===== config.mk =====
export PLATFORM = sky130hd
export DESIGN_NAME = gtew_out
export DESIGN_NICKNAME = d
export VERILOG_FILES = /design/src/design/gtew_pkg.sv /design/src/design/gtew_out.sv
export SDC_FILE = /design/constraint.sdc
export NUM_CORES = 1
export LEC_CHECK = 0
export BUFFER_PORTS_ARGS = -buffer_cell sky130_fd_sc_hd__buf_4
export CORE_UTILIZATION = 35
export DETAILED_ROUTE_END_ITERATION = 7
export GPL_TIMING_DRIVEN = 0
export SYNTH_ARGS = -nofsm -noshare
export SYNTH_HDL_FRONTEND = slang
export SYNTH_SLANG_ARGS = --single-unit

===== constraint.sdc =====
create_clock -name i_clk -period 5.2 [get_ports i_clk]
set_clock_uncertainty 0.05 [all_clocks]
set_input_delay 0.26 -clock i_clk [delete_from_list [all_inputs] [get_ports i_clk]]
set_output_delay 0.26 -clock i_clk [all_outputs]
set_load 0.05 [all_outputs]

===== src/design/gtew_pkg.sv =====
// Types and constants shared by the wind rotation block.
package gtew_pkg;

    // CORDIC datapath widths: x/y in Q16 with headroom for CORDIC gain, z in 2^-32 turns
    localparam int X_W = 44;
    localparam int Z_W = 32;

    typedef struct packed {
        logic signed [24:0] longitude;
        logic signed [23:0] latitude;
        logic signed [23:0] u_grid;
        logic signed [23:0] v_grid;
    } t_in;

    typedef struct packed {
        logic signed [23:0] u_earth;
        logic signed [23:0] v_earth;
    } t_out;

    typedef struct packed {
        logic signed [X_W-1:0] x;
        logic signed [X_W-1:0] y;
        logic signed [Z_W-1:0] z;
    } t_vec;

    localparam int ATAN_N = 31;

    // atan(2^-i) in 2^-32 turns, rounded
    localparam logic [Z_W-1:0] ATAN_TURNS [ATAN_N] = '{
        32'd536870912, 32'd316933406, 32'd167458907, 32'd85004756, 32'd42667331,
        32'd21354465,  32'd10679838,  32'd5340245,   32'd2670163,  32'd1335087,
        32'd667544,    32'd333772,    32'd166886,    32'd83443,    32'd41722,
        32'd20861,     32'd10430,     32'd5215,      32'd2608,     32'd1304,
        32'd652,       32'd326,       32'd163,       32'd81,       32'd41,
        32'd20,        32'd10,        32'd5,         32'd3,        32'd1,
        32'd1
    };

endpackage


===== src/design/gtew_out.sv =====
// Output register: rounds the CORDIC result out of Q16 and saturates to 24 bits.
module gtew_out (
    input  logic            i_clk,
    input  logic            i_rst_n,
    input  logic            i_vld,
    output logic            o_rdy,
    input  gtew_pkg::t_vec  i_vec,
    output logic            o_vld,
    input  logic            i_rdy,
    output gtew_pkg::t_out  o_data
);
    localparam int XW = gtew_pkg::X_W;
    localparam logic signed [XW-1:0] HALF = XW'(32768);
    localparam logic signed [XW-1:0] WMAX = XW'(8388607);
    localparam logic signed [XW-1:0] WMIN = XW'(-8388608);

    logic            r_vld;
    logic            w_en;
    gtew_pkg::t_out  n_data, r_data;
    logic signed [XW-1:0] n_ru, n_rv;

    assign w_en   = !r_vld | i_rdy;
    assign o_rdy  = w_en;
    assign o_vld  = r_vld;
    assign o_data = r_data;

    assign n_ru = (i_vec.x + HALF) >>> 16;
    assign n_rv = (i_vec.y + HALF) >>> 16;

    always_comb begin
        priority if (n_ru > WMAX) begin
            n_data.u_earth = WMAX[23:0];
        end else if (n_ru < WMIN) begin
            n_data.u_earth = WMIN[23:0];
        end else begin
            n_data.u_earth = n_ru[23:0];
        end
        priority if (n_rv > WMAX) begin
            n_data.v_earth = WMAX[23:0];
        end else if (n_rv < WMIN) begin
            n_data.v_earth = WMIN[23:0];
        end else begin
            n_data.v_earth = n_rv[23:0];
        end
    end

    always_ff @(posedge i_clk) begin
        if (!i_rst_n) begin
            r_vld <= 1'b0;
        end else if (w_en) begin
            r_vld <= i_vld;
        end
    end

    always_ff @(posedge i_clk) begin
        if (w_en) begin
            r_data <= n_data;
        end
    end

endmodule


==> results.yml, run 1 <==
clock_tree:
  h-tree-depth: 2
  clock_path_buffers: 2
  path_clk_slew_ps: 90
  cts_tree: "yes"
  root_buffer: "clkbuf_8"
  clock_latency_ps: 300
  cts_setup_buffers: 0
  cts_hold_buf: 0
  clkSinkCount: 49
  cts_resized: 0
  cts_buffers: 5
grt:
  grt_use_total: 0.1799
  use_met1: 0.2167
  grt_remaining_overflow: 0
  grt.busiest_layer: "met2"
  grt_pass1_wl_um: 14440
  antenna_found_initial: 0
  met2_usage: 0.3311
  grt_max_degree: 27
  grt_pass1_vias: 3001
  grt_use_met3: 0.02622
critical_path:
  required_ps: 5180
  end_kind: "register"
  worst_setup_path_start_kind: "input port"
  critical_path_arrival_ps: 2640
  path_class: "input port to register"
  worstPathMaxFanout: 10
sta:
  min_period_ps: 2662
  fin_tns_setup_ps: 0
  finalSetupViolCount: 0
  hold_viol: 0
  fin_crit_sh: 0.5119
  fin_hold_ws_ps: 159.0
  worst_pin_slew_ps: 1263
  relSlewSlack: 0.1502
  fmax_mhz: 375.7
  slew_viol_final: 0
  rsz0062_at_grt: "false"
die:
  initial_core_util: 0.3593
  ios: 174
  core_area_um2: 9684
  design.die.area_um2: 10340
  num_rows: 36
  die_y_um: 101.7
  die_x_um: 101.7
layout:
  drive_above_1_share: 0.3225
  nFillCells: 944
  multi_input_area_um2: 1903
  area_growth_pct: 32.11
  seq_area_um2: 1461
  diodes: 0
  fin_nets: 587
placement:
  dp_hpwl_um: 7283
  place.gp.congestion: 0.8341
  portBuffers: 111
synth:
  synth_nets: 468
  synth_top_area_share: 0.4142
  avgSynthCellArea_um2: 10.17
  async_flop_share: 0
  yosysWarningCount: 0
  ys_types: 43
  syn_inst: 342
  synth-seq-cells: 49
  synth_top_flop_cell: "edfxtp_1"
  synth_area_leaders: "edfxtp_1, xnor2_1, xor2_1, a221o_1, a31oi_1"
  synth_top_area_cell: "edfxtp_1"
  netlist_area_um2: 3480
  synth_enable_flop_cells: 48
  synth_seq_area_share: 0.4200
routing:
  num_vias: 3164
  drc: 0
  wirelength_um: 9135
  drtIter0Drc: 87
  ant_nets: 0
  wire_per_inst_um: 15.35
  dr.pass1.iters: 4
  viasPerCell: 5.318
pwr:
  p_per_area_nw_per_um2: 226.3
  p_total_w: 0.001040
  max-vdd-ir-drop_mv: 0.1014
  p_leak_nw: 1.711
run_status:
  status: "completed"
hold_path:
  hold_class: "input port to register"
flow_run:
  maxCapViolations: 0
[state kept, by name, summed over array words and instances (netlist names)]
signal	count
o_data	48
o_vld	1
[cell usage after synthesis (all sizes together) (8+ instances only)]
library cell   n
a21oi         15
nand2         30
xnor2         29
nand3         24
a221o         17
clkbuf         9
a31oi         22
nor4           8
a22oi         19
xor2          28
nor2          15
buf            8
nand4         14
edfxtp        48
[power by group]
group | switching [W] | leakage, nW | internal, W
Combinational | 0.000219 | 1.17 | 0.000114
Sequential | 0.00000951 | 0.507 | 0.000472
Clock | 0.000131 | 0.0374 | 0.0000950
[layout by cell type, fill, tap and decap left out, types with 3 or more instances in the layout]
cell	synthesis	routed
nand3_1	22	22
a22oi_2	10	10
nand2_1	30	30
buf_4	2	113
inv_1	6	6
a221o_1	17	17
a21oi_1	14	14
nor4_1	6	6
or3_1	3	3
a31oi_1	22	22
xor2_1	28	28
and3_1	7	7
nand3b_1	3	3
and4_1	7	7
nor2_1	15	15
nor3_1	6	6
clkbuf_1	9	10
clkbuf_8	0	5
nand4_1	14	14
xnor2_1	29	29
a22oi_1	9	9
o22ai_1	6	6
edfxtp_1	48	48
buf_2	4	4
[worst paths after layout]
path / from / to / slack [ps] / cells past startpoint
max reg2reg: o_vld / o_data[27] / 3780 / 2
max: i_vec[49] / o_data[1] / 2540 / 8
min: i_vld / o_vld / 160 / 3
min reg2reg: o_vld / o_data[18] / 1000 / 1
[worst max-delay path, cell delays in order]
cell	delay (ps)
buf_4	110
nand3_2	150
nor4_1	1040
nand2_1	160
xnor2_1	180
a211oi_2	350
buf_4	270
o22ai_1	110
[stage by stage]
step / worst slack (ps) / cells / cell area, µm² / util
after detailed placement: 2220 / 587 / 4509 / 0.4656
after CTS: 2552 / 595 / 4597 / 0.4747
final: 2538 / 595 / 4597 / 0.4747
after global routing: 2292 / 595 / 4597 / 0.4747
after floorplan: 2622 / 342 / 3480 / -
after global placement: 2158 / 586 / 4479 / 0.4625
[layer usage]
layer,wire (µm),up-vias
met2,4661,106
met3,526,10
met1,3833,1466
met4,114,0
met5,0,-
li1,-,1582
[layout make-up]
cell class                 count  share of cell area
multi-input combinational    270              0.4140
sequential                    49              0.3179
timing repair buffer         112              0.1873
tap                          133             0.03620
buffer                        17             0.02069
clock buffer                   6             0.01579
inverter                       6            0.004899
clock inverter                 2            0.003266
[logic make-up (layout without fill, tap and decap cells)]
logic type / after synthesis / after routing / share of synthesized area
flip-flops: 49 / 49 / 0.4200
AO/OA/AOI/OAI: 88 / 88 / 0.1999
multiplexers: 1 / 1 / 0.002877
buffers and inverters: 23 / 143 / 0.03380
XOR/XNOR: 57 / 57 / 0.1435
adder cells (fa/ha/maj): 2 / 2 / 0.007191
AND/OR/NAND/NOR: 122 / 122 / 0.1927
No activity file was read; power rests on OpenSTA's default activity.
==> inputs of run 2 (changes only) <==
--- a/config.mk
+++ b/config.mk
@@ -9,6 +9,7 @@
 export CORE_UTILIZATION = 35
 export DETAILED_ROUTE_END_ITERATION = 7
 export GPL_TIMING_DRIVEN = 0
+export PLACE_DENSITY = 0.66
 export SYNTH_ARGS = -nofsm -noshare
 export SYNTH_HDL_FRONTEND = slang
 export SYNTH_SLANG_ARGS = --single-unit
==> constraint.sdc (replaced) <==
create_clock -name i_clk -period 2.27 [get_ports i_clk]
set_clock_uncertainty 0.05 [all_clocks]
set_input_delay 0.1135 -clock i_clk [delete_from_list [all_inputs] [get_ports i_clk]]
set_output_delay 0.1135 -clock i_clk [all_outputs]
set_load 0.05 [all_outputs]
==> run 2 against run 1 <==
Net effect:
- final area is 1.9% higher
- first-iteration DRC count increased by 63%
- sequential cell count unchanged
- worst setup slack got worse by 2400 ps
- register-to-register slack got worse by 3100 ps
- core utilization is 0.92 points higher
- combinational power is 130% higher
- global-route usage rose by 0.086 points
- sequential power is 130% higher
- total power grew to 2.5 times the previous value
- critical path type unchanged
- largest power group unchanged
==> results.yml, run 2 (synthesis gave the netlist of run 1 again) <==
run_status:
  status: "completed"
sta:
  worst_pin_slew_ps: 1209
  rsz0062_at_grt: "false"
  hold_viol: 0
  relSlewSlack: 0.1938
  finalSetupViolCount: 0
  min_period_ps: 2140
  fmax_mhz: 467.2
  slew_viol_final: 0
  fin_hold_ws_ps: 16.38
  fin_crit_sh: 0.9428
layout:
  fin_nets: 587
  diodes: 0
  area_growth_pct: 34.66
  drive_above_1_share: 0.3420
  largest_reg_flops: 48
  final_cell_mix: "buf_4, edfxtp_1, nand2_1"
  final_common_cell: "buf_4"
  nFillCells: 924
pwr:
  p_leak_nw: 1.764
  max-vdd-ir-drop_mv: 0.2511
  p_total_w: 0.002620
  p_per_area_nw_per_um2: 559.2
critical_path:
  worst_setup_path_start_kind: "input port"
  required_ps: 2270
  end_kind: "register"
  worstPathMaxFanout: 10
  path_class: "input port to register"
  critical_path_arrival_ps: 2140
  r2r-start: "o_vld"
  endpoint: "o_data[0]"
  reg2reg_depth: 1
  r2r_end: "o_data[22]"
  critical_path.startpoint: "i_vec[53]"
  r2r_slack_ps: 650
clock_tree:
  clkSinkCount: 49
  root_buffer: "clkbuf_8"
  cts_tree: "yes"
  h-tree-depth: 2
  clock_path_buffers: 2
  clock_latency_ps: 300
  cts_buffers: 5
  path_clk_slew_ps: 100
die:
  die_x_um: 101.7
  ios: 174
  design.die.area_um2: 10340
  initial_core_util: 0.3593
  num_rows: 36
  die_y_um: 101.7
  core_area_um2: 9684
placement:
  place.gp.congestion: 0.9461
  portBuffers: 111
  dp_hpwl_um: 7144
hold_path:
  hold_class: "input port to register"
routing:
  dr.pass1.iters: 4
  ant_nets: 0
  wirelength_um: 9564
  drc: 0
  num_vias: 3287
  wire_per_inst_um: 16.07
  viasPerCell: 5.524
  drtIter0Drc: 142
grt:
  grt_use_total: 0.1807
  grt_max_degree: 51
  antenna_found_initial: 0
  grt_pass1_wl_um: 14580
  grt_pass1_vias: 2978
  grt_remaining_overflow: 0
flow_run:
  maxCapViolations: 0
-- run 2: critical path: stages --
cell,delay (ps)
buf_4,110
nand3_2,150
or4_4,610
o21ai_4,300
nand2_1,150
a211oi_4,310
buf_4,260
o22ai_1,110
-- run 2: repair_timing --
action / 4_1_cts / 5_1_grt
hold buffers: 1 / 0
setup buffers: 0 / 1
gates cloned: 0 / 0
setup endpoints to repair: 23 / 46
pin swaps: 0 / 3
hold endpoints to repair: 1 / 0
gates resized for setup: 4 / 10
-- run 2: worst min path at each step --
stage	startpoint	end	slack (ps)	cells after the start
after floorplan	i_vld	o_vld	200	2
after global placement	i_rst_n	o_vld	320	2
after detailed placement	i_vld	o_vld	330	3
after CTS	i_rst_n	o_vld	5	2
after global routing	i_rst_n	o_vld	6	2
final	i_rst_n	o_vld	20	2
-- run 2: stage by stage --
stage | util | worst slack, ps | instance area, µm² | setup TNS (ps) | cells
5_1_grt | 0.4839 | 20.25 | 4686 | 0 | 595
6_report | 0.4839 | 129.7 | 4686 | 0 | 595
3_3_place_gp | 0.4628 | -546.6 | 4482 | -15910 | 586
4_1_cts | 0.4795 | 4.572 | 4643 | 0 | 595
3_5_place_dp | 0.4628 | -627.4 | 4482 | -18420 | 586
2_1_floorplan | - | 191.1 | 3482 | 0 | 342
-- run 2: layout make-up --
cell class / count / area (µm²) / share of cell area
Multi-Input combinational cell: 270 / 1956 / 0.4174
Sequential cell: 49 / 1461 / 0.3119
Timing Repair Buffer: 113 / 850.8 / 0.1816
Tap cell: 133 / 166.4 / 0.03551
Buffer: 16 / 95.09 / 0.02029
Clock buffer: 5 / 68.82 / 0.01469
Clock inverter: 3 / 65.06 / 0.01389
Inverter: 6 / 22.52 / 0.004806
-- run 2: where the power goes --
part | switching [W] | internal, W | leakage [nW]
Sequential | 0.0000223 | 0.00108 | 0.507
Combinational | 0.000507 | 0.000260 | 1.19
Clock | 0.000310 | 0.000438 | 0.0681
Total | 0.000840 | 0.00178 | 1.76
-- run 2: routing by layer --
layer	track usage	routed length, µm	vias up
met1	0.2192	3876	1568
met5	0	0	-
li1	-	-	1577
met3	0.03037	650	10
met2	0.3264	4930	132
met4	0.05351	106	0
