$ cat config.mk
export PLATFORM = sky130hd
export DESIGN_NAME = gtew_cordic_cell
export DESIGN_NICKNAME = d
export VERILOG_FILES = /design/src/design/gtew_pkg.sv /design/src/design/gtew_cordic_cell.sv
export SDC_FILE = /design/constraint.sdc
export NUM_CORES = 1
export LEC_CHECK = 0
export BUFFER_PORTS_ARGS = -buffer_cell sky130_fd_sc_hd__clkbuf_2
export CAP_MARGIN = 20
export CORE_AREA = 5 5 170 172
export CTS_CLUSTER_DIAMETER = 30
export DETAILED_ROUTE_END_ITERATION = 10
export DIE_AREA = 0 0 175 177
export PLACE_DENSITY = 0.65
export REMOVE_ABC_BUFFERS = 1
export SYNTH_ARGS = -nofsm -noshare
export SYNTH_HDL_FRONTEND = slang
export SYNTH_SLANG_ARGS = --single-unit
$ cat constraint.sdc
create_clock -name i_clk -period 5 [get_ports i_clk]
set_clock_uncertainty 0.05 [all_clocks]
set_input_delay 0.75 -clock i_clk [delete_from_list [all_inputs] [get_ports i_clk]]
set_output_delay 0.75 -clock i_clk [all_outputs]
set_load 0.02 [all_outputs]
$ cat src/design/gtew_pkg.sv
// Types and constants shared by the wind rotation block.
package gtew_pkg;

    // CORDIC datapath widths: x/y in Q16 with headroom for CORDIC gain, z in 2^-32 turns
    localparam int X_W = 44;
    localparam int Z_W = 32;

    typedef struct packed {
        logic signed [24:0] longitude;
        logic signed [23:0] latitude;
        logic signed [23:0] u_grid;
        logic signed [23:0] v_grid;
    } t_in;

    typedef struct packed {
        logic signed [23:0] u_earth;
        logic signed [23:0] v_earth;
    } t_out;

    typedef struct packed {
        logic signed [X_W-1:0] x;
        logic signed [X_W-1:0] y;
        logic signed [Z_W-1:0] z;
    } t_vec;

    localparam int ATAN_N = 31;

    // atan(2^-i) in 2^-32 turns, rounded
    localparam logic [Z_W-1:0] ATAN_TURNS [ATAN_N] = '{
        32'd536870912, 32'd316933406, 32'd167458907, 32'd85004756, 32'd42667331,
        32'd21354465,  32'd10679838,  32'd5340245,   32'd2670163,  32'd1335087,
        32'd667544,    32'd333772,    32'd166886,    32'd83443,    32'd41722,
        32'd20861,     32'd10430,     32'd5215,      32'd2608,     32'd1304,
        32'd652,       32'd326,       32'd163,       32'd81,       32'd41,
        32'd20,        32'd10,        32'd5,         32'd3,        32'd1,
        32'd1
    };

endpackage

$ cat src/design/gtew_cordic_cell.sv
// One CORDIC rotation step with its own pipeline register.
module gtew_cordic_cell #(
    parameter int I = 0
) (
    input  logic           i_clk,
    input  logic           i_rst_n,
    input  logic           i_vld,
    output logic           o_rdy,
    input  gtew_pkg::t_vec i_vec,
    output logic           o_vld,
    input  logic           i_rdy,
    output gtew_pkg::t_vec o_vec
);
    localparam int ZW = gtew_pkg::Z_W;
    localparam logic signed [ZW-1:0] ANGLE = $signed(gtew_pkg::ATAN_TURNS[I]);

    logic           r_vld;
    logic           w_en;
    gtew_pkg::t_vec n_vec, r_vec;

    assign w_en  = !r_vld | i_rdy;
    assign o_rdy = w_en;
    assign o_vld = r_vld;
    assign o_vec = r_vec;

    always_comb begin
        if (!i_vec.z[ZW-1]) begin
            n_vec.x = i_vec.x + (i_vec.y >>> I);
            n_vec.y = i_vec.y - (i_vec.x >>> I);
            n_vec.z = i_vec.z - ANGLE;
        end else begin
            n_vec.x = i_vec.x - (i_vec.y >>> I);
            n_vec.y = i_vec.y + (i_vec.x >>> I);
            n_vec.z = i_vec.z + ANGLE;
        end
    end

    always_ff @(posedge i_clk) begin
        if (!i_rst_n) begin
            r_vld <= 1'b0;
        end else if (w_en) begin
            r_vld <= i_vld;
        end
    end

    always_ff @(posedge i_clk) begin
        if (w_en) begin
            r_vec <= n_vec;
        end
    end

endmodule

==> impl_metrics.xml, run 1 <==
<?xml version="1.0" encoding="UTF-8"?>
<metrics>
  <group name="layout">
    <metric name="antenna-diode-count" unit="">0</metric>
    <metric name="finalInstanceArea" unit="sq mm">0.01382</metric>
    <metric name="fin_nets" unit="">1860</metric>
    <metric name="layout-drive-gt1-share" unit="%">20.06</metric>
    <metric name="area_delta_synth_final" unit="%">17.04</metric>
  </group>
  <group name="place">
    <metric name="placed_cell_area" unit="sq mm">0.01325</metric>
    <metric name="dp_hpwl" unit="mm">31.83</metric>
    <metric name="routability_congestion_estimate_from_global_placement" unit="">0.9589</metric>
    <metric name="io_buffers" unit="">245</metric>
  </group>
  <group name="yosys">
    <metric name="avgSynthCellArea" unit="sq um">8.571</metric>
    <metric name="ys.warnings.count" unit="">0</metric>
    <metric name="synth-edff-count" unit="">119</metric>
    <metric name="synth.distinct_cells" unit="">89</metric>
    <metric name="seq_area_frac_synth" unit="%">30.42</metric>
    <metric name="asyncSetResetFlopFracSynth" unit="%">0</metric>
    <metric name="synth.ff_latch_count" unit="">120</metric>
    <metric name="ys.flop_type" unit="">edfxtp_1</metric>
    <metric name="syn_inst" unit="">1378</metric>
    <metric name="syn_area" unit="sq mm">0.01181</metric>
  </group>
  <group name="sta">
    <metric name="timing.hold.ws" unit="ns">0.4448</metric>
    <metric name="final-setup-viol-count" unit="">0</metric>
    <metric name="max_slew.worst_pin.slew" unit="ns">0.7956</metric>
    <metric name="finalCritPeriodShare" unit="%">77.86</metric>
    <metric name="slew_headroom" unit="%">46.96</metric>
    <metric name="final_hold_viol_count" unit="">0</metric>
    <metric name="fmax" unit="MHz">256.9</metric>
    <metric name="drv_slew" unit="">0</metric>
    <metric name="rsz0062_at_grt" unit="">no</metric>
    <metric name="setup_tns" unit="ns">0</metric>
    <metric name="final_critical_delay_including_setup_and_external_delays" unit="ns">3.893</metric>
  </group>
  <group name="floorplan">
    <metric name="initial_utilization" unit="%">43.23</metric>
    <metric name="core" unit="sq mm">0.02732</metric>
    <metric name="row_count" unit="">61</metric>
    <metric name="dieHeight" unit="um">177</metric>
    <metric name="die-width" unit="um">175</metric>
    <metric name="io_pins" unit="">246</metric>
    <metric name="die_area" unit="sq mm">0.03098</metric>
  </group>
  <group name="critical_path">
    <metric name="cp-end-kind" unit="">flip-flop</metric>
    <metric name="path_delay_family" unit="">compound AO/OA/AOI/OAI gates</metric>
    <metric name="reg2regPathDepth" unit="">2</metric>
    <metric name="worst_path_largest_cell_delay" unit="ns">0.71</metric>
    <metric name="worst-path-max-fanout" unit="">11</metric>
    <metric name="worst_ep_required_time" unit="ns">5.12</metric>
    <metric name="setup.worst_path.class" unit="">primary input to flip-flop</metric>
    <metric name="path_depth" unit="">12</metric>
    <metric name="cp.arrival" unit="ns">4.01</metric>
    <metric name="worst_path_max_delay_cell" unit="">a2111oi_0</metric>
    <metric name="worstPathBufferInverterCount" unit="">2</metric>
    <metric name="worst-r2r-setup-slack" unit="ns">3.12</metric>
    <metric name="worstPathCellList" unit="">clkbuf_2 &gt; inv_1 &gt; ha_1 &gt; a21oi_1 &gt; o21ai_0 &gt; a211oi_1 &gt; o21ai_0 &gt; a21oi_1 &gt; o21ai_1 &gt; a2111oi_0 &gt; or2_2 &gt; o221ai_1</metric>
    <metric name="crit_path_start_kind" unit="">primary input</metric>
  </group>
  <group name="global_routing">
    <metric name="first_global_vias" unit="">10920</metric>
    <metric name="initial_antenna_violation_count" unit="">0</metric>
    <metric name="grt_util_all_layers" unit="%">24.75</metric>
    <metric name="grt_overflow" unit="">0</metric>
    <metric name="grt_start_max_net_pins" unit="">65</metric>
    <metric name="first_pass_grt_wire_length" unit="mm">61.04</metric>
  </group>
  <group name="min_path">
    <metric name="whs_path_depth" unit="">1</metric>
    <metric name="holdCritPathClass" unit="">primary input to flip-flop</metric>
  </group>
  <group name="power_and_ir_drop">
    <metric name="post-layout-total-power" unit="uW">4302</metric>
    <metric name="total_leakage_power" unit="uW">0.006206</metric>
    <metric name="vdd.ir_drop.worst" unit="mV">0.1865</metric>
    <metric name="power_per_cell_area" unit="mW/mm^2">311.2</metric>
  </group>
  <group name="clock_network">
    <metric name="cts_root_buffer_type" unit="">clkbuf_16</metric>
    <metric name="cts_inserted_buffers" unit="">17</metric>
    <metric name="post_cts.resized_instances" unit="">0</metric>
    <metric name="post-cts-setup-buffers" unit="">0</metric>
    <metric name="cts.path.max_buffers" unit="">2</metric>
    <metric name="tritoncts" unit="">yes</metric>
    <metric name="clkTransAtPathRegs" unit="ns">0.06</metric>
    <metric name="clock_sinks" unit="">120</metric>
    <metric name="insertion_delay_of_the_later_clocked_pin_in_the_worst_skew_pair" unit="ns">0.42</metric>
    <metric name="htree_num_levels" unit="">4</metric>
    <metric name="cts_hold_buffers" unit="">0</metric>
  </group>
  <group name="detailed_routing">
    <metric name="detail_route.drc_violations" unit="">0</metric>
    <metric name="via_per_inst" unit="">5.869</metric>
    <metric name="wire_per_inst" unit="um">20.54</metric>
    <metric name="routed_wirelength" unit="mm">39.98</metric>
    <metric name="final_antenna_net_count" unit="">0</metric>
    <metric name="vias_after_detailed_routing" unit="">11420</metric>
    <metric name="drt-initial-drc-count" unit="">1095</metric>
    <metric name="drt_first_pass_iters" unit="">5</metric>
  </group>
  <group name="run">
    <metric name="cap_violations" unit="">0</metric>
  </group>
  <group name="run_status">
    <metric name="outcome" unit="">finished clean</metric>
  </group>
</metrics>
-- sequential cells by signal (all words and copies together) (netlist names) --
register  cells
o_vec       119
o_vld         1
-- Yosys cell counts, types with 4 or more instances --
| cell type | instances | area share (%) |
|---|---|---|
| a21oi_1 | 177 | 7.5 |
| ha_1 | 145 | 15 |
| inv_1 | 134 | 4.3 |
| edfxtp_1 | 119 | 30 |
| nor2_1 | 107 | 3.4 |
| o21ai_0 | 95 | 4.0 |
| nand2_1 | 83 | 2.6 |
| xnor2_1 | 74 | 5.5 |
| nor3_1 | 34 | 1.4 |
| clkbuf_1 | 28 | 0.89 |
| o21bai_1 | 25 | 1.6 |
| mux2i_1 | 20 | 1.7 |
| a21o_1 | 18 | 1.1 |
| nand3_1 | 18 | 0.76 |
| nand4_1 | 16 | 0.85 |
| buf_2 | 15 | 0.64 |
| o31ai_1 | 15 | 0.95 |
| a211oi_1 | 14 | 0.89 |
| a31oi_1 | 12 | 0.64 |
| nor2b_1 | 12 | 0.64 |
| o211ai_1 | 12 | 0.76 |
| buf_1 | 11 | 0.35 |
| nand2b_1 | 11 | 0.58 |
| buf_4 | 9 | 0.57 |
| nor4_1 | 9 | 0.48 |
| o21a_1 | 9 | 0.57 |
| or3_1 | 8 | 0.42 |
| xor2_1 | 8 | 0.59 |
| o21ai_1 | 7 | 0.30 |
| and3_1 | 6 | 0.32 |
| a21boi_0 | 5 | 0.32 |
| a221o_1 | 5 | 0.42 |
| and2_1 | 5 | 0.26 |
| o221ai_1 | 5 | 0.37 |
| o31a_1 | 5 | 0.37 |
| or4_1 | 5 | 0.32 |
| fa_1 | 4 | 0.68 |
| o2111ai_1 | 4 | 0.30 |
| o22ai_1 | 4 | 0.21 |
| or2_2 | 4 | 0.21 |
-- worst reg2reg max path: cells and delay by family (launching register included) --
family | cells | cell delay (ns)
buffers and inverters | 1 | 0.59
flip-flops | 1 | 0.33
AND/OR/NAND/NOR | 1 | 0.50
-- area by class of cell --
class,instances,area [sq um]
inverters,139,521.8
repair buffers,254,1294
multi-input cells,1055,7403
fillers,2709,13500
clock buffers,17,425.4
well taps,346,432.9
clock inverters,15,153.9
flip-flops and latches,120,3593
-- path summary, 6_finish.rpt --
kind,startpoint,end
setup / recovery,i_vec[46],o_vec[73]$_DFFE_PP_
hold reg to reg,o_vld$_SDFFE_PN0P_,o_vec[4]$_DFFE_PP_
hold / removal,i_vec[0],o_vec[0]$_DFFE_PP_
setup reg to reg,o_vld$_SDFFE_PN0P_,o_vec[58]$_DFFE_PP_
-- kinds of logic after synthesis --
| family | after synthesis | share of synthesized area [%] |
|---|---|---|
| AO/OA/AOI/OAI | 471 | 25.45 |
| AND/OR/NAND/NOR | 333 | 13.36 |
| buffers and inverters | 203 | 6.960 |
| adder cells (fa/ha/maj) | 149 | 16.04 |
| flip-flops | 120 | 30.42 |
| XOR/XNOR | 82 | 6.081 |
| multiplexers | 20 | 1.695 |
-- layer usage --
metal	track usage (%)	routed length [um]	vias up
met5	0	0	-
li1	-	-	5387
met3	3.504	2635	60
met2	40.16	18310	509
met4	6.809	860	0
met1	34.75	18170	5466
-- through the flow --
stage          instances  worst slack, ns  util [%]
2_1_floorplan       1314           0.4208         -
3_3_place_gp        1914           0.6545     48.48
3_5_place_dp        1914           0.7358     48.48
4_1_cts             1946            1.182     50.60
5_1_grt             1946           0.9363     50.60
6_report            1946            1.107     50.60
-- power by group --
| group | internal (uW) | switching (uW) | leakage, uW |
|---|---|---|---|
| clock network | 705 | 558 | 0.000288 |
| logic | 541 | 1100 | 0.00468 |
| registers | 1340 | 56.6 | 0.00124 |
-- placed cells by master (no fill, tap or decap), types with 14 or more instances in the layout --
master	n
clkbuf_2	244
a21oi_1	177
ha_1	145
inv_1	133
edfxtp_1	119
nor2_1	107
o21ai_0	95
nand2_1	83
xnor2_1	74
nor3_1	34
o21bai_1	25
mux2i_1	20
nand3_1	18
a21o_1	18
clkbuf_16	17
nand4_1	16
o31ai_1	15
a211oi_1	14
Power figures use the tool's default switching activity.
==> run 2, diff against run 1 <==
PLACE_DENSITY = 0.68   (was 0.65)
clock period = 3.43 ns   (was 5 ns; I/O delays follow)
==> run 2 against run 1 <==
  * Routed wire length grew 8.7%
  * Clock power grew 63%
  * Global-route usage grew 2.7 points
  * Worst setup slack lost 0.96 ns
  * Via count grew 8.0%
  * Combinational power grew 70%
  * Total power grew 60%
==> impl_metrics.xml, run 2 (synthesized netlist as in run 1, its figures left out) <==
<?xml version="1.0" encoding="UTF-8"?>
<metrics>
  <group name="run_status">
    <metric name="outcome" unit="">finished clean</metric>
  </group>
  <group name="clock_network">
    <metric name="cts.path.max_buffers" unit="">2</metric>
    <metric name="cts_hold_buffers" unit="">0</metric>
    <metric name="clkTransAtPathRegs" unit="ns">0.07</metric>
    <metric name="cts_inserted_buffers" unit="">17</metric>
    <metric name="clock_sinks" unit="">120</metric>
    <metric name="insertion_delay_of_the_later_clocked_pin_in_the_worst_skew_pair" unit="ns">0.43</metric>
    <metric name="tritoncts" unit="">yes</metric>
    <metric name="post_cts.resized_instances" unit="">0</metric>
    <metric name="htree_num_levels" unit="">4</metric>
    <metric name="post-cts-setup-buffers" unit="">0</metric>
    <metric name="cts_root_buffer_type" unit="">clkbuf_16</metric>
  </group>
  <group name="global_routing">
    <metric name="grt_overflow" unit="">0</metric>
    <metric name="first_global_vias" unit="">12100</metric>
    <metric name="grt_start_max_net_pins" unit="">94</metric>
    <metric name="grt_util_all_layers" unit="%">27.48</metric>
    <metric name="first_pass_grt_wire_length" unit="mm">67.28</metric>
    <metric name="initial_antenna_violation_count" unit="">0</metric>
  </group>
  <group name="power_and_ir_drop">
    <metric name="p_int" unit="uW">4276</metric>
    <metric name="vdd.ir_drop.worst" unit="mV">0.2970</metric>
    <metric name="power.switching_fraction" unit="%">37.85</metric>
    <metric name="seq_power_share" unit="%">29.7</metric>
    <metric name="total_leakage_power" unit="uW">0.007343</metric>
    <metric name="comb_power_share" unit="%">40.4</metric>
    <metric name="post-layout-total-power" unit="uW">6880</metric>
    <metric name="power_per_cell_area" unit="mW/mm^2">439.8</metric>
    <metric name="clock_power_share" unit="%">29.9</metric>
    <metric name="switchingPower" unit="uW">2604</metric>
  </group>
  <group name="critical_path">
    <metric name="worst-path-max-fanout" unit="">6</metric>
    <metric name="cp-end-kind" unit="">flip-flop</metric>
    <metric name="worstPathCellList" unit="">clkbuf_2 &gt; inv_1 &gt; ha_1 &gt; a21oi_1 &gt; o21ai_0 &gt; a211oi_2 &gt; o21ai_0 &gt; a21oi_1 &gt; o21ai_1 &gt; a2111oi_0 &gt; buf_4 &gt; or2_2 &gt; o221ai_1</metric>
    <metric name="cp.arrival" unit="ns">3.40</metric>
    <metric name="worst_path_largest_cell_delay" unit="ns">0.56</metric>
    <metric name="worst-r2r-setup-slack" unit="ns">1.92</metric>
    <metric name="worstPathBufferInverterCount" unit="">3</metric>
    <metric name="critical_path.reg2reg.startpoint" unit="">o_vld$_SDFFE_PN0P_</metric>
    <metric name="setup.worst_path.class" unit="">primary input to flip-flop</metric>
    <metric name="crit_path_start_kind" unit="">primary input</metric>
    <metric name="worst_ep_required_time" unit="ns">3.55</metric>
    <metric name="worst_path_max_delay_cell" unit="">a2111oi_0</metric>
    <metric name="reg2regPathDepth" unit="">2</metric>
    <metric name="critical_path.reg2reg.endpoint" unit="">o_vec[96]$_DFFE_PP_</metric>
    <metric name="path_delay_family" unit="">compound AO/OA/AOI/OAI gates</metric>
  </group>
  <group name="sta">
    <metric name="slew_headroom" unit="%">58.57</metric>
    <metric name="final_hold_viol_count" unit="">0</metric>
    <metric name="rsz0062_at_grt" unit="">no</metric>
    <metric name="setup_tns" unit="ns">0</metric>
    <metric name="fmax" unit="MHz">305.0</metric>
    <metric name="final-setup-viol-count" unit="">0</metric>
    <metric name="finalCritPeriodShare" unit="%">95.60</metric>
    <metric name="drv_slew" unit="">0</metric>
    <metric name="timing.hold.ws" unit="ns">0.2050</metric>
    <metric name="max_slew.worst_pin.slew" unit="ns">0.6149</metric>
    <metric name="final_critical_delay_including_setup_and_external_delays" unit="ns">3.279</metric>
  </group>
  <group name="layout">
    <metric name="layout-drive-gt1-share" unit="%">30.09</metric>
    <metric name="antenna-diode-count" unit="">0</metric>
    <metric name="layout_commonest_cell" unit="">clkbuf_2</metric>
    <metric name="max_reg_flops" unit="">119</metric>
    <metric name="area_delta_synth_final" unit="%">32.44</metric>
    <metric name="final_cells" unit="">2174</metric>
    <metric name="fin_nets" unit="">2088</metric>
    <metric name="final_cell_mix" unit="">clkbuf_2, buf_4, a21oi_1</metric>
    <metric name="finished_core_util" unit="%">57.25</metric>
  </group>
  <group name="detailed_routing">
    <metric name="wire_per_inst" unit="um">19.98</metric>
    <metric name="via_per_inst" unit="">5.675</metric>
    <metric name="final_antenna_net_count" unit="">0</metric>
    <metric name="routed_wirelength" unit="mm">43.44</metric>
    <metric name="vias_after_detailed_routing" unit="">12340</metric>
    <metric name="drt_first_pass_iters" unit="">6</metric>
    <metric name="drt-initial-drc-count" unit="">1198</metric>
    <metric name="detail_route.drc_violations" unit="">0</metric>
  </group>
  <group name="place">
    <metric name="dp.cells" unit="">2142</metric>
    <metric name="routability_congestion_estimate_from_global_placement" unit="">0.9974</metric>
    <metric name="dp_hpwl" unit="mm">35.31</metric>
    <metric name="io_buffers" unit="">245</metric>
  </group>
  <group name="floorplan">
    <metric name="die-width" unit="um">175</metric>
    <metric name="dieHeight" unit="um">177</metric>
    <metric name="row_count" unit="">61</metric>
    <metric name="initial_utilization" unit="%">43.23</metric>
    <metric name="io_pins" unit="">246</metric>
    <metric name="die_area" unit="sq mm">0.03098</metric>
    <metric name="core" unit="sq mm">0.02732</metric>
  </group>
  <group name="min_path">
    <metric name="holdCritPathClass" unit="">primary input to flip-flop</metric>
    <metric name="min_from" unit="">i_vec[14]</metric>
    <metric name="whs_path_depth" unit="">1</metric>
    <metric name="hold_path_end" unit="">o_vec[14]$_DFFE_PP_</metric>
  </group>
  <group name="run">
    <metric name="cap_violations" unit="">0</metric>
  </group>
</metrics>
==> run 2: cell count changes in the layout (fill, tap and decap cells not counted), moves of 2 or more <==
| cell | previous run | this run |
|---|---|---|
| bufinv_16 | 1 | 4 |
| clkinv_4 | 3 | 1 |
| buf_4 | 9 | 234 |
| inv_6 | 8 | 6 |
| buf_12 | 0 | 3 |
==> run 2: area by class of cell <==
class                   count  area (sq um)
clock inverters            14         211.5
repair buffers            482          3043
inverters                 139         521.8
well taps                 346         432.9
flip-flops and latches    120          3593
multi-input cells        1055          7411
clock buffers              18         429.2
fillers                  2572         11680
==> run 2: per-layer routing <==
| metal | global-route usage [%] | vias to the layer above | share of wire (%) |
|---|---|---|---|
| met4 | 9.787 | 0 | 3.1 |
| met3 | 4.401 | 85 | 7.5 |
| met5 | 0 | - | 0 |
| li1 | - | 5830 | - |
| met2 | 44.94 | 583 | 46 |
| met1 | 37.09 | 5839 | 44 |
==> run 2: through the flow <==
step                cell area, sq um  setup WS [ns]
global route                   15640        0.01845
floorplan                      11510        -0.8063
global placement               14990        -0.4100
detailed placement             14990        -0.3000
CTS                            15640         0.1324
finish                         15640         0.1510
==> run 2: power groups by stage <==
stage | clock network (uW) | logic (uW) | registers, uW
2_1_floorplan | 0 | 1150 | 2430
3_3_place_gp | 0 | 2730 | 2070
3_5_place_dp | 0 | 2740 | 2070
4_1_cts | 2100 | 2760 | 2040
5_1_grt | 2160 | 2980 | 2060
6_report | 2060 | 2780 | 2040
==> run 2: worst max-delay path by stage <==
stage / from / endpoint / slack, ns / cells past startpoint
detailed placement: i_vec[48] / o_vec[73]$_DFFE_PP_ / -0.30 / 13
floorplan: i_rdy / o_vld$_SDFFE_PN0P_ / -0.81 / 2
global route: i_vec[76] / o_vec[108]$_DFFE_PP_ / 0.02 / 14
global placement: i_vec[48] / o_vec[73]$_DFFE_PP_ / -0.41 / 13
finish: i_vec[48] / o_vec[73]$_DFFE_PP_ / 0.15 / 13
CTS: i_vec[48] / o_vec[73]$_DFFE_PP_ / 0.13 / 13
==> run 3, diff against run 2 <==
PLACE_DENSITY = 0.76   (was 0.68)
==> run 3 against run 2 <==
  * Global-route usage is 0.86 points lower
  * Die area stayed put
  * Design area is 0.48% lower
  * Sequential share of layout area is 0.11 points higher
  * Via count is 0.45% lower
==> impl_metrics.xml, run 3 (synthesized netlist as in run 1, its figures left out) <==
<?xml version="1.0" encoding="UTF-8"?>
<metrics>
  <group name="run_status">
    <metric name="outcome" unit="">finished clean</metric>
  </group>
  <group name="sta">
    <metric name="max_slew.worst_pin.slew" unit="ns">0.7452</metric>
    <metric name="drv_slew" unit="">0</metric>
    <metric name="fmax" unit="MHz">306.6</metric>
    <metric name="final-setup-viol-count" unit="">0</metric>
    <metric name="setup_tns" unit="ns">0</metric>
    <metric name="finalCritPeriodShare" unit="%">95.10</metric>
    <metric name="slew_headroom" unit="%">50.24</metric>
    <metric name="final_hold_viol_count" unit="">0</metric>
    <metric name="final_critical_delay_including_setup_and_external_delays" unit="ns">3.262</metric>
    <metric name="rsz0062_at_grt" unit="">no</metric>
  </group>
  <group name="critical_path">
    <metric name="critical_path.reg2reg.startpoint" unit="">o_vld$_SDFFE_PN0P_</metric>
    <metric name="setup.worst_path.class" unit="">primary input to flip-flop</metric>
    <metric name="worst-path-max-fanout" unit="">6</metric>
    <metric name="worstPathCellList" unit="">clkbuf_2 &gt; inv_1 &gt; ha_1 &gt; buf_4 &gt; a21oi_1 &gt; o21ai_0 &gt; a211oi_1 &gt; o21ai_0 &gt; a21oi_1 &gt; o21ai_1 &gt; a2111oi_1 &gt; buf_4 &gt; or2_2 &gt; o221ai_1</metric>
    <metric name="cp.arrival" unit="ns">3.38</metric>
    <metric name="cp-end-kind" unit="">flip-flop</metric>
    <metric name="worst-r2r-setup-slack" unit="ns">1.58</metric>
    <metric name="reg2regPathDepth" unit="">2</metric>
    <metric name="crit_path_start_kind" unit="">primary input</metric>
    <metric name="worstPathBufferInverterCount" unit="">4</metric>
    <metric name="worst_path_largest_cell_delay" unit="ns">0.52</metric>
    <metric name="path_delay_family" unit="">compound AO/OA/AOI/OAI gates</metric>
    <metric name="worst_ep_required_time" unit="ns">3.55</metric>
    <metric name="critical_path.reg2reg.endpoint" unit="">o_vec[58]$_DFFE_PP_</metric>
    <metric name="worst_path_max_delay_cell" unit="">a2111oi_1</metric>
  </group>
  <group name="place">
    <metric name="routability_congestion_estimate_from_global_placement" unit="">0.9993</metric>
    <metric name="dp.cells" unit="">2137</metric>
    <metric name="dp_hpwl" unit="mm">34.59</metric>
    <metric name="io_buffers" unit="">245</metric>
  </group>
  <group name="detailed_routing">
    <metric name="wire_per_inst" unit="um">19.49</metric>
    <metric name="via_per_inst" unit="">5.662</metric>
    <metric name="final_antenna_net_count" unit="">0</metric>
    <metric name="detail_route.drc_violations" unit="">0</metric>
    <metric name="drt-initial-drc-count" unit="">1226</metric>
    <metric name="vias_after_detailed_routing" unit="">12280</metric>
    <metric name="drt_first_pass_iters" unit="">6</metric>
    <metric name="routed_wirelength" unit="mm">42.27</metric>
  </group>
  <group name="layout">
    <metric name="multiInputGateArea" unit="sq mm">0.007411</metric>
    <metric name="sequential_cell_area" unit="sq mm">0.003593</metric>
    <metric name="final_cells" unit="">2169</metric>
    <metric name="final_cell_mix" unit="">clkbuf_2, buf_4, a21oi_1</metric>
    <metric name="fin_nets" unit="">2083</metric>
    <metric name="layout_commonest_cell" unit="">clkbuf_2</metric>
    <metric name="area_delta_synth_final" unit="%">31.80</metric>
    <metric name="final_layout_fill_cell_count" unit="">2510</metric>
    <metric name="antenna-diode-count" unit="">0</metric>
    <metric name="layout-drive-gt1-share" unit="%">29.90</metric>
    <metric name="max_reg_flops" unit="">119</metric>
  </group>
  <group name="clock_network">
    <metric name="cts_root_buffer_type" unit="">clkbuf_16</metric>
    <metric name="htree_num_levels" unit="">4</metric>
    <metric name="cts_inserted_buffers" unit="">17</metric>
    <metric name="clock_sinks" unit="">120</metric>
    <metric name="tritoncts" unit="">yes</metric>
    <metric name="clkTransAtPathRegs" unit="ns">0.06</metric>
    <metric name="insertion_delay_of_the_later_clocked_pin_in_the_worst_skew_pair" unit="ns">0.42</metric>
    <metric name="post-cts-setup-buffers" unit="">0</metric>
    <metric name="cts.path.max_buffers" unit="">2</metric>
  </group>
  <group name="min_path">
    <metric name="holdCritPathClass" unit="">primary input to flip-flop</metric>
    <metric name="whs_path_depth" unit="">1</metric>
    <metric name="min_from" unit="">i_vec[25]</metric>
    <metric name="hold_path_end" unit="">o_vec[25]$_DFFE_PP_</metric>
  </group>
  <group name="global_routing">
    <metric name="grt_overflow" unit="">0</metric>
    <metric name="met1_use_gr" unit="%">36.38</metric>
    <metric name="initial_antenna_violation_count" unit="">0</metric>
    <metric name="grt_start_max_net_pins" unit="">94</metric>
    <metric name="globalRouteMet2Util" unit="%">43.95</metric>
    <metric name="first_global_vias" unit="">12020</metric>
    <metric name="grt_use_met3" unit="%">4.593</metric>
    <metric name="first_pass_grt_wire_length" unit="mm">65.54</metric>
    <metric name="grt.busiest_layer" unit="">met2</metric>
    <metric name="grt_util_all_layers" unit="%">26.62</metric>
  </group>
  <group name="power_and_ir_drop">
    <metric name="vdd.ir_drop.worst" unit="mV">0.2955</metric>
    <metric name="total_leakage_power" unit="uW">0.007300</metric>
    <metric name="power_per_cell_area" unit="mW/mm^2">434.0</metric>
    <metric name="post-layout-total-power" unit="uW">6757</metric>
  </group>
  <group name="floorplan">
    <metric name="initial_utilization" unit="%">43.23</metric>
    <metric name="die-width" unit="um">175</metric>
    <metric name="core" unit="sq mm">0.02732</metric>
    <metric name="dieHeight" unit="um">177</metric>
    <metric name="die_area" unit="sq mm">0.03098</metric>
    <metric name="row_count" unit="">61</metric>
    <metric name="io_pins" unit="">246</metric>
  </group>
  <group name="run">
    <metric name="cap_violations" unit="">0</metric>
  </group>
</metrics>
## run 3: worst max path at each step
| stage | start | slack [ns] | cells after the start | end |
|---|---|---|---|---|
| CTS | i_vec[48] | 0.13 | 14 | o_vec[73]$_DFFE_PP_ |
| detailed placement | i_vec[48] | -0.31 | 14 | o_vec[73]$_DFFE_PP_ |
| global route | i_vec[32] | 0.005 | 14 | o_vec[74]$_DFFE_PP_ |
| floorplan | i_rdy | -0.81 | 2 | o_vld$_SDFFE_PN0P_ |
| finish | i_vec[48] | 0.17 | 14 | o_vec[73]$_DFFE_PP_ |
| global placement | i_vec[48] | -0.34 | 14 | o_vec[73]$_DFFE_PP_ |
## run 3: report_power, final
part / total, uW / switching (uW) / internal, uW
registers: 2050 / 92.3 / 1960
clock network: 1940 / 784 / 1160
logic: 2760 / 1690 / 1070
total: 6760 / 2560 / 4190
## run 3: metrics by stage
step	hold WS (ns)	setup slack, ns	utilization (%)	instance area, sq um
after floorplan	0.5634	-0.8063	-	11510
after global placement	0.6415	-0.3376	54.69	14940
after detailed placement	0.6431	-0.3071	54.69	14940
after CTS	0.1947	0.1273	56.95	15560
after global routing	0.1959	0.004746	56.97	15570
final	0.2095	0.1680	56.97	15570
## run 3: metal layers
| layer | vias up | wire length [um] |
|---|---|---|
| li1 | 5830 | - |
| met1 | 5815 | 18660 |
| met2 | 571 | 19380 |
| met3 | 65 | 3388 |
| met4 | 0 | 848 |
| met5 | - | 0 |
## run 3: repair_timing
| item | CTS | global route |
|---|---|---|
| gates resized for setup | 0 | 2 |
| setup endpoints to repair | 0 | 2 |
| hold buffers | 0 | 0 |
## run 3: layout make-up
class / instances / share of cell area, %
well taps: 346 / 2.781
multi-input cells: 1055 / 47.60
inverters: 139 / 3.352
clock buffers: 17 / 2.733
flip-flops and latches: 120 / 23.08
clock inverters: 15 / 1.222
repair buffers: 477 / 19.23
